<file path="config.mk">
export PLATFORM = sky130hd
export DESIGN_NAME = waveform_column_peak_core_flat
export DESIGN_NICKNAME = d
export VERILOG_FILES = /design/src/design/wcp_pkg.sv /design/src/design/wcp_channels.sv /design/src/design/waveform_column_peak_core.sv /design/src/design/wcp_lane.sv /design/src/design/wcp_column.sv /design/src/flat_wrapper.sv
export SDC_FILE = /design/constraint.sdc
export NUM_CORES = 1
export LEC_CHECK = 0
export BUFFER_PORTS_ARGS = -buffer_cell sky130_fd_sc_hd__buf_2
export CAP_MARGIN = 0
export CELL_PAD_IN_SITES_DETAIL_PLACEMENT = 1
export CELL_PAD_IN_SITES_GLOBAL_PLACEMENT = 1
export CORE_UTILIZATION = 46
export CTS_CLUSTER_SIZE = 30
export DETAILED_ROUTE_END_ITERATION = 10
export PLACE_DENSITY = 0.8
export SYNTH_ARGS = -nofsm -noshare
export SYNTH_HDL_FRONTEND = slang
export SYNTH_HIERARCHICAL = 1
export SYNTH_SLANG_ARGS = --single-unit
</file>
<file path="constraint.sdc">
create_clock -name clk -period 11.79 [get_ports clk]
set_input_delay 1.7685 -clock clk [delete_from_list [all_inputs] [get_ports clk]]
set_output_delay 1.7685 -clock clk [all_outputs]
set_load 0.005 [all_outputs]
</file>
<file path="src/design/wcp_pkg.sv">
package wcp_pkg;

	localparam int SAMPLE_BITS = 24;
	localparam int MAX_COLUMNS = 4096;
	localparam int REGION_BITS = 24;
	localparam int NCOL_BITS   = 13;
	localparam int INDEX_BITS  = 12;
	localparam int ACC_BITS    = 37;
	localparam int ADDR_BITS   = 3;
	localparam int DATA_BITS   = 32;
	localparam int NUM_LANES   = 2;

	localparam logic [SAMPLE_BITS-1:0] FULL_SCALE = SAMPLE_BITS'(1) << (SAMPLE_BITS - 1);

	localparam logic REG_REGION_LEN  = 1'b0;
	localparam logic REG_NUM_COLUMNS = 1'b1;

	typedef struct packed {
		logic [REGION_BITS-1:0] region_len;
		logic [NCOL_BITS-1:0]   num_columns;
	} cfg_t;

	typedef struct packed {
		logic [SAMPLE_BITS-1:0] column_peak;
		logic [INDEX_BITS-1:0]  column_index;
		logic                   last_column;
		logic                   config_error;
	} result_t;

endpackage

</file>
<file path="src/design/wcp_channels.sv">
interface wcp_sample_if;
	logic                                    valid;
	logic                                    ready;
	logic signed [wcp_pkg::SAMPLE_BITS-1:0] left_sample;
	logic signed [wcp_pkg::SAMPLE_BITS-1:0] right_sample;

	modport source (output valid, left_sample, right_sample, input ready);
	modport sink   (input valid, left_sample, right_sample, output ready);
endinterface

interface wcp_peak_if;
	logic                              valid;
	logic                              ready;
	logic [wcp_pkg::SAMPLE_BITS-1:0]   column_peak;
	logic [wcp_pkg::INDEX_BITS-1:0]    column_index;
	logic                              last_column;
	logic                              config_error;

	modport source (output valid, column_peak, column_index, last_column, config_error,
		input ready);
	modport sink   (input valid, column_peak, column_index, last_column, config_error,
		output ready);
endinterface

</file>
<file path="src/design/waveform_column_peak_core.sv">
// The sample stage (valid_s1, mag_s1) registers an accepted pair, the column stage
// its result. One pair per cycle, and column end and peak update in the same cycle;
// a closing pair waits on a stalled result, and the sample stage holds behind it.
// Reset (arst_n low, asynchronous): region_len = 1, num_columns = 1, pass re-armed,
// pipeline empty. Any register write re-arms the pass on the following cycle.
module waveform_column_peak_core (
	input  logic                              clk,
	input  logic                              arst_n,
	wcp_sample_if.sink                        samples,
	wcp_peak_if.source                        peaks,
	input  logic                              psel,
	input  logic                              penable,
	input  logic                              pwrite,
	input  logic [wcp_pkg::ADDR_BITS-1:0]     paddr,
	input  logic [wcp_pkg::DATA_BITS-1:0]     pwdata,
	output logic [wcp_pkg::DATA_BITS-1:0]     prdata,
	output logic                              pready
);

	wcp_pkg::cfg_t                   cfg_q;
	logic                            rearm_q;
	logic                            cfg_wr;
	logic [wcp_pkg::SAMPLE_BITS-1:0] mag [wcp_pkg::NUM_LANES];
	logic [wcp_pkg::SAMPLE_BITS-1:0] mag_max;
	logic                            valid_s1;
	logic [wcp_pkg::SAMPLE_BITS-1:0] mag_s1;
	logic                            take;
	wcp_pkg::result_t                result;

	assign pready = 1'b1;
	assign cfg_wr = psel && penable && pwrite && pready;

	always_ff @(posedge clk or negedge arst_n) begin
		if (!arst_n) begin
			cfg_q.region_len  <= wcp_pkg::REGION_BITS'(1);
			cfg_q.num_columns <= wcp_pkg::NCOL_BITS'(1);
			rearm_q           <= 1'b0;
		end else begin
			rearm_q <= cfg_wr;
			if (cfg_wr) begin
				case (paddr[2])
					wcp_pkg::REG_REGION_LEN:  cfg_q.region_len  <= pwdata[wcp_pkg::REGION_BITS-1:0];
					wcp_pkg::REG_NUM_COLUMNS: cfg_q.num_columns <= pwdata[wcp_pkg::NCOL_BITS-1:0];
					default: ;
				endcase
			end
		end
	end

	always_comb begin
		case (paddr[2])
			wcp_pkg::REG_REGION_LEN:  prdata = wcp_pkg::DATA_BITS'(cfg_q.region_len);
			wcp_pkg::REG_NUM_COLUMNS: prdata = wcp_pkg::DATA_BITS'(cfg_q.num_columns);
			default:                  prdata = '0;
		endcase
	end

	wcp_lane u_lane_left (
		.sample    (samples.left_sample),
		.magnitude (mag[0])
	);

	wcp_lane u_lane_right (
		.sample    (samples.right_sample),
		.magnitude (mag[1])
	);

	assign mag_max = (mag[0] > mag[1]) ? mag[0] : mag[1];

	assign samples.ready = !valid_s1 || take;

	always_ff @(posedge clk or negedge arst_n) begin
		if (!arst_n) begin
			valid_s1 <= 1'b0;
		end else if (samples.ready) begin
			valid_s1 <= samples.valid;
		end
	end

	always_ff @(posedge clk) begin
		if (samples.valid && samples.ready) begin
			mag_s1 <= mag_max;
		end
	end

	wcp_column u_column (
		.clk       (clk),
		.arst_n    (arst_n),
		.cfg       (cfg_q),
		.rearm     (rearm_q),
		.valid_s1  (valid_s1),
		.mag_s1    (mag_s1),
		.take      (take),
		.out_valid (peaks.valid),
		.out_ready (peaks.ready),
		.result    (result)
	);

	assign peaks.column_peak  = result.column_peak;
	assign peaks.column_index = result.column_index;
	assign peaks.last_column  = result.last_column;
	assign peaks.config_error = result.config_error;

endmodule

</file>
<file path="src/design/wcp_lane.sv">
module wcp_lane (
	input  logic signed [wcp_pkg::SAMPLE_BITS-1:0] sample,
	output logic        [wcp_pkg::SAMPLE_BITS-1:0] magnitude
);

	// most negative code maps to full scale
	assign magnitude = sample[wcp_pkg::SAMPLE_BITS-1]
		? wcp_pkg::SAMPLE_BITS'(~sample + 1'b1)
		: wcp_pkg::SAMPLE_BITS'(sample);

endmodule

</file>
<file path="src/design/wcp_column.sv">
module wcp_column (
	input  logic                            clk,
	input  logic                            arst_n,
	input  wcp_pkg::cfg_t                   cfg,
	input  logic                            rearm,
	input  logic                            valid_s1,
	input  logic [wcp_pkg::SAMPLE_BITS-1:0] mag_s1,
	output logic                            take,
	output logic                            out_valid,
	input  logic                            out_ready,
	output wcp_pkg::result_t                result
);

	logic [wcp_pkg::SAMPLE_BITS-1:0] peak_q;
	logic [wcp_pkg::INDEX_BITS-1:0]  count_q;
	logic [wcp_pkg::ACC_BITS-1:0]    pos_q;
	logic [wcp_pkg::ACC_BITS-1:0]    end_q;
	logic                            out_valid_q;
	wcp_pkg::result_t                result_q;

	logic                            cfg_bad;
	logic                            boundary;
	logic                            produces;
	logic                            last;
	logic [wcp_pkg::SAMPLE_BITS-1:0] peak_max;
	logic [wcp_pkg::SAMPLE_BITS-1:0] peak_next;
	logic [wcp_pkg::ACC_BITS-1:0]    n_ext;
	logic [wcp_pkg::ACC_BITS-1:0]    ncol_ext;
	logic [wcp_pkg::ACC_BITS-1:0]    pos_init;

	assign n_ext    = wcp_pkg::ACC_BITS'(cfg.region_len);
	assign ncol_ext = wcp_pkg::ACC_BITS'(cfg.num_columns);
	assign pos_init = wcp_pkg::ACC_BITS'({cfg.num_columns, 1'b0});

	assign cfg_bad = (cfg.num_columns == '0)
		|| (cfg.num_columns > wcp_pkg::NCOL_BITS'(wcp_pkg::MAX_COLUMNS))
		|| (cfg.region_len < wcp_pkg::REGION_BITS'(cfg.num_columns));

	assign peak_max  = (mag_s1 > peak_q) ? mag_s1 : peak_q;
	assign peak_next = (peak_max > wcp_pkg::FULL_SCALE) ? wcp_pkg::FULL_SCALE : peak_max;
	assign boundary  = end_q < pos_q;
	assign last      = ({1'b0, count_q} + 1'b1) >= cfg.num_columns;
	assign produces  = cfg_bad || boundary;
	assign take      = valid_s1 && (!produces || !out_valid_q || out_ready);

	always_ff @(posedge clk or negedge arst_n) begin
		if (!arst_n) begin
			peak_q  <= '0;
			count_q <= '0;
			pos_q   <= wcp_pkg::ACC_BITS'(2);
			end_q   <= wcp_pkg::ACC_BITS'(1);
		end else if (rearm) begin
			peak_q  <= '0;
			count_q <= '0;
			pos_q   <= pos_init;
			end_q   <= n_ext;
		end else if (take && !cfg_bad) begin
			if (boundary && last) begin
				peak_q  <= '0;
				count_q <= '0;
				pos_q   <= pos_init;
				end_q   <= n_ext;
			end else if (boundary) begin
				peak_q  <= '0;
				count_q <= count_q + 1'b1;
				pos_q   <= pos_q + ncol_ext;
				end_q   <= end_q + n_ext;
			end else begin
				peak_q <= peak_next;
				pos_q  <= pos_q + ncol_ext;
			end
		end
	end

	always_ff @(posedge clk or negedge arst_n) begin
		if (!arst_n) begin
			out_valid_q <= 1'b0;
		end else if (take && produces) begin
			out_valid_q <= 1'b1;
		end else if (out_ready) begin
			out_valid_q <= 1'b0;
		end
	end

	always_ff @(posedge clk) begin
		if (take && produces) begin
			if (cfg_bad) begin
				result_q <= '{column_peak: '0, column_index: '0, last_column: 1'b0,
					config_error: 1'b1};
			end else begin
				result_q <= '{column_peak: peak_next, column_index: count_q,
					last_column: last, config_error: 1'b0};
			end
		end
	end

	assign out_valid = out_valid_q;
	assign result    = result_q;

	a_peak_clamped: assert property (@(posedge clk) disable iff (!arst_n)
		peak_q <= wcp_pkg::FULL_SCALE)
		else $error("running peak above full scale");

	a_error_clean: assert property (@(posedge clk) disable iff (!arst_n)
		(out_valid_q && result_q.config_error) |->
		(result_q.column_peak == '0 && result_q.column_index == '0 && !result_q.last_column))
		else $error("error beat carries payload");

	a_last_index: assert property (@(posedge clk) disable iff (!arst_n)
		(take && boundary && !cfg_bad && !rearm) |=>
		(result_q.last_column == (({1'b0, result_q.column_index} + 1'b1) >= cfg.num_columns)))
		else $error("last column flag disagrees with index");

	a_no_result_lost: assert property (@(posedge clk) disable iff (!arst_n)
		(out_valid_q && !out_ready) |=> (out_valid_q && $stable(result_q)))
		else $error("pending beat dropped");

endmodule

</file>
<file path="src/flat_wrapper.sv">
// flat-port wrapper written by rule: the top's interface ports become plain ports
module waveform_column_peak_core_flat 
  (clk, arst_n, psel, penable, pwrite, paddr, pwdata, prdata, pready, samples_valid, samples_left_sample, samples_right_sample, samples_ready, peaks_valid, peaks_column_peak, peaks_column_index, peaks_last_column, peaks_config_error, peaks_ready);
  wcp_sample_if samples_i ();
  wcp_peak_if peaks_i ();
  input  logic clk;
  input  logic arst_n;
  input  logic psel;
  input  logic penable;
  input  logic pwrite;
  input  logic [wcp_pkg::ADDR_BITS-1:0] paddr;
  input  logic [wcp_pkg::DATA_BITS-1:0] pwdata;
  output logic [wcp_pkg::DATA_BITS-1:0] prdata;
  output logic pready;
  input wire logic [$bits(samples_i.valid)-1:0] samples_valid;
  input wire logic [$bits(samples_i.left_sample)-1:0] samples_left_sample;
  input wire logic [$bits(samples_i.right_sample)-1:0] samples_right_sample;
  output wire logic [$bits(samples_i.ready)-1:0] samples_ready;
  output wire logic [$bits(peaks_i.valid)-1:0] peaks_valid;
  output wire logic [$bits(peaks_i.column_peak)-1:0] peaks_column_peak;
  output wire logic [$bits(peaks_i.column_index)-1:0] peaks_column_index;
  output wire logic [$bits(peaks_i.last_column)-1:0] peaks_last_column;
  output wire logic [$bits(peaks_i.config_error)-1:0] peaks_config_error;
  input wire logic [$bits(peaks_i.ready)-1:0] peaks_ready;
  assign samples_i.valid = samples_valid;
  assign samples_i.left_sample = samples_left_sample;
  assign samples_i.right_sample = samples_right_sample;
  assign samples_ready = samples_i.ready;
  assign peaks_valid = peaks_i.valid;
  assign peaks_column_peak = peaks_i.column_peak;
  assign peaks_column_index = peaks_i.column_index;
  assign peaks_last_column = peaks_i.last_column;
  assign peaks_config_error = peaks_i.config_error;
  assign peaks_i.ready = peaks_ready;
  waveform_column_peak_core u_core (.clk(clk), .arst_n(arst_n), .samples(samples_i), .peaks(peaks_i), .psel(psel), .penable(penable), .pwrite(pwrite), .paddr(paddr), .pwdata(pwdata), .prdata(prdata), .pready(pready));
endmodule
</file>
==> results.cfg <==
[synthesis]
synth_cell_types = 86
async_flop_share = 0.7075
syn_inst = 1618
ys_ff_latch = 212
synth_edf_count = 62
ys.flop_type = dfrtp_1
synth.avg_cell_area_sq_um = 9.524
seq_area_frac_synth = 0.3647
ys_warn_count = 6
synth.cell_area_sq_um = 15410

[setup_path]
critPathSlowestCell = a22oi_2
start_kind = primary input
critPathRequiredTime_ps = 12070
worst-endpoint-arrival_ps = 5980
crit_path_end_kind = flop
crit_fanout = 13
path_cells = buf_2 -> inv_1 -> ha_1 -> nor3b_1 -> nand4_1 -> o21ai_0 -> xnor2_1 -> inv_1 -> ha_1 -> nand4_1 -> nor4_4 -> o31ai_1 -> a22oi_2 -> buf_4 -> mux2_2
critical_path_class = in2reg
max_stage_delay_ps = 600

[cts]
post_cts_buffers = 0
clockBufferDepth = 3
root_buffer = clkbuf_16
clk_pin_slew_worst_paths_ps = 70
numCtsBuffers = 26
clock_latency_ps = 540
hold_buffers = 0
cts.sinks = 212
htree_num_levels = 1
cts_tree = done
cts_resized = 0

[layout]
layout_common_cells = ha_1 (149), dfrtp_1 (146), buf_2 (142)
final_nets = 1991
n_fill_cell = 3785
drive_gt1_frac = 0.1831
layout_commonest_cell = ha_1
num_antenna_cells = 0
syn2layout_area_growth_pct = 13.14

[route]
wl_mm = 46.03
vias = 13180
avgViaCountPerCell = 5.958
route.layer.met1.wl_mm = 19.73
wl_per_cell_um = 20.81
initialDrtViolationCount = 659
top_layer = met4
wl_met3_mm = 1.760
drc = 0
ant_nets = 0
drtPass1Iterations = 5
wl_met2_mm = 23.00

[die]
die-area_sq_um = 34240
rows = 66
io_pins = 163
die_y_um = 185.0
coreArea_sq_um = 32780
start_util = 0.4700
dieWidth_um = 185.0

[placement]
finalWeightedCongestion = 0.8970
dp_hpwl_mm = 34.19
port_buffers = 143

[timing]
final_max_slew_viol_count = 0
tns_ps = 0
min_period_ps = 5702
clock_skew_ps = 14.74
max_slew_margin = 0.1926
worst_pin_slew_ps = 1201
hold_slack_ps = 524.8
fmax_ghz = 0.1754
setup_violations = 0
fin_crit_sh = 0.4836
rsz0062_at_grt = false
hold_viol = 0

[grt]
antenna_found_initial = 0
grt_max_degree = 77
grt_pass1_vias = 14020
grt_usage = 0.2723
grt_pass1_wl_mm = 73.64
grt_overflow = 0

[worst_hold_path]
hp-class = reg2reg

[flow_run]
drv_cap = 0

[power_and_ir_drop]
power.density_nw_per_um2 = 217.4
p_leak_nw = 7.770
peakVddDrop_mv = 0.1272

[status]
status = finished clean
==> sequential cells by signal, summed over array words and instances, names as in the netlist <==
signal,count
u_core/cfg_q,37
u_core/mag_s1,24
u_core/u_column/count_q,12
u_core/u_column/peak_q,24
u_core/valid_s1,1
u_core/u_column/out_valid,1
u_core/u_column/pos_q,37
u_core/u_column/result,38
u_core/rearm_q,1
u_core/u_column/end_q,37
==> power by group <==
| part | total (mW) | internal (mW) | switching, mW |
|---|---|---|---|
| logic | 1.78 | 0.750 | 1.03 |
| clock network | 0.830 | 0.493 | 0.336 |
| registers | 1.18 | 0.970 | 0.214 |
| total | 3.79 | 2.21 | 1.58 |
==> final timing paths <==
path	startpoint	to	slack, ps	depth (start not counted)
max	samples_right_sample[0]	u_core/mag_s1[14]	6090	15
min reg2reg	u_core/u_column/end_q[0]	u_core/u_column/end_q[0]	520	2
max reg2reg	u_core/u_column/count_q[0]	u_core/u_column/count_q[6]	6750	12
max in group asynchronous	arst_n	u_core/u_column/end_q[17]	8950	2
min	u_core/u_column/end_q[0]	u_core/u_column/end_q[0]	520	2
min in group asynchronous	arst_n	u_core/cfg_q[8]	1290	1
==> final cells by class <==
class | count | area, sq um | share of cell area
clock buffer | 32 | 704.4 | 0.04040
clock inverter | 16 | 180.2 | 0.01033
inverter | 124 | 465.4 | 0.02670
multi-input combinational | 1229 | 9084 | 0.5210
sequential | 212 | 5620 | 0.3224
tap | 442 | 553.0 | 0.03172
timing repair buffer | 157 | 827.0 | 0.04744
==> cell families (layout without fill, tap and decap cells) <==
kind of cell | after synthesis | count (layout) | share of synthesized area
and+or+nand+nor | 511 | 511 | 0.1789
AOI/OAI and AO/OA | 375 | 375 | 0.1639
xor gates and xnor gates | 80 | 80 | 0.04547
other | 2 | 9 | 0.0004874
adders and majority gates | 151 | 151 | 0.1236
buffers and inverters | 184 | 329 | 0.05002
muxes | 103 | 103 | 0.07299
DFF | 212 | 212 | 0.3647
==> synth_stat cells, types with 22 or more instances <==
library cell  number  area (sq um)
a21o_1            35         262.8
a21oi_1           89         445.4
a22o_1            22         192.7
a31oi_1           37         231.5
and3_1            35         219.0
clkbuf_1          31         116.4
dfrtp_1          146          3654
edfxtp_1          62          1862
ha_1             149          1864
inv_1            123         461.7
mux2_2            74         833.3
mux2i_1           28         280.3
nand2_1          129         484.2
nand2b_1          23         143.9
nand3_1           40         200.2
nand4_1           29         181.4
nor2_1           103         386.6
nor3_1            34         170.2
nor4_1            25         156.4
o21ai_0           60         300.3
xnor2_1           64         560.5
==> critical path: cells and delay by family <==
| kind | cells | cell delay, ps |
|---|---|---|
| buffers and inverters | 4 | 620 |
| and+or+nand+nor | 4 | 1390 |
| xor gates and xnor gates | 1 | 190 |
| adders and majority gates | 2 | 480 |
| AOI/OAI and AO/OA | 3 | 1150 |
| muxes | 1 | 400 |
==> metal layers <==
layer,vias up,global-route usage
met4,0,0.1002
met2,312,0.4919
met5,-,0
li1,6198,-
met1,6575,0.3334
met3,94,0.02772
==> through the flow <==
step	util	std cells	area, sq um	worst slack, ps	power, mW
final	0.5318	2212	17430	6088	3.790
after global routing	0.5318	2212	17430	5890	4.063
after CTS	0.5318	2212	17430	6134	3.802
after detailed placement	0.5048	2164	16550	5595	2.942
after global placement	0.5048	2164	16550	5755	2.844
after floorplan	-	1625	15440	6786	2.393
Note: power is estimated with default switching activity, not from simulation.
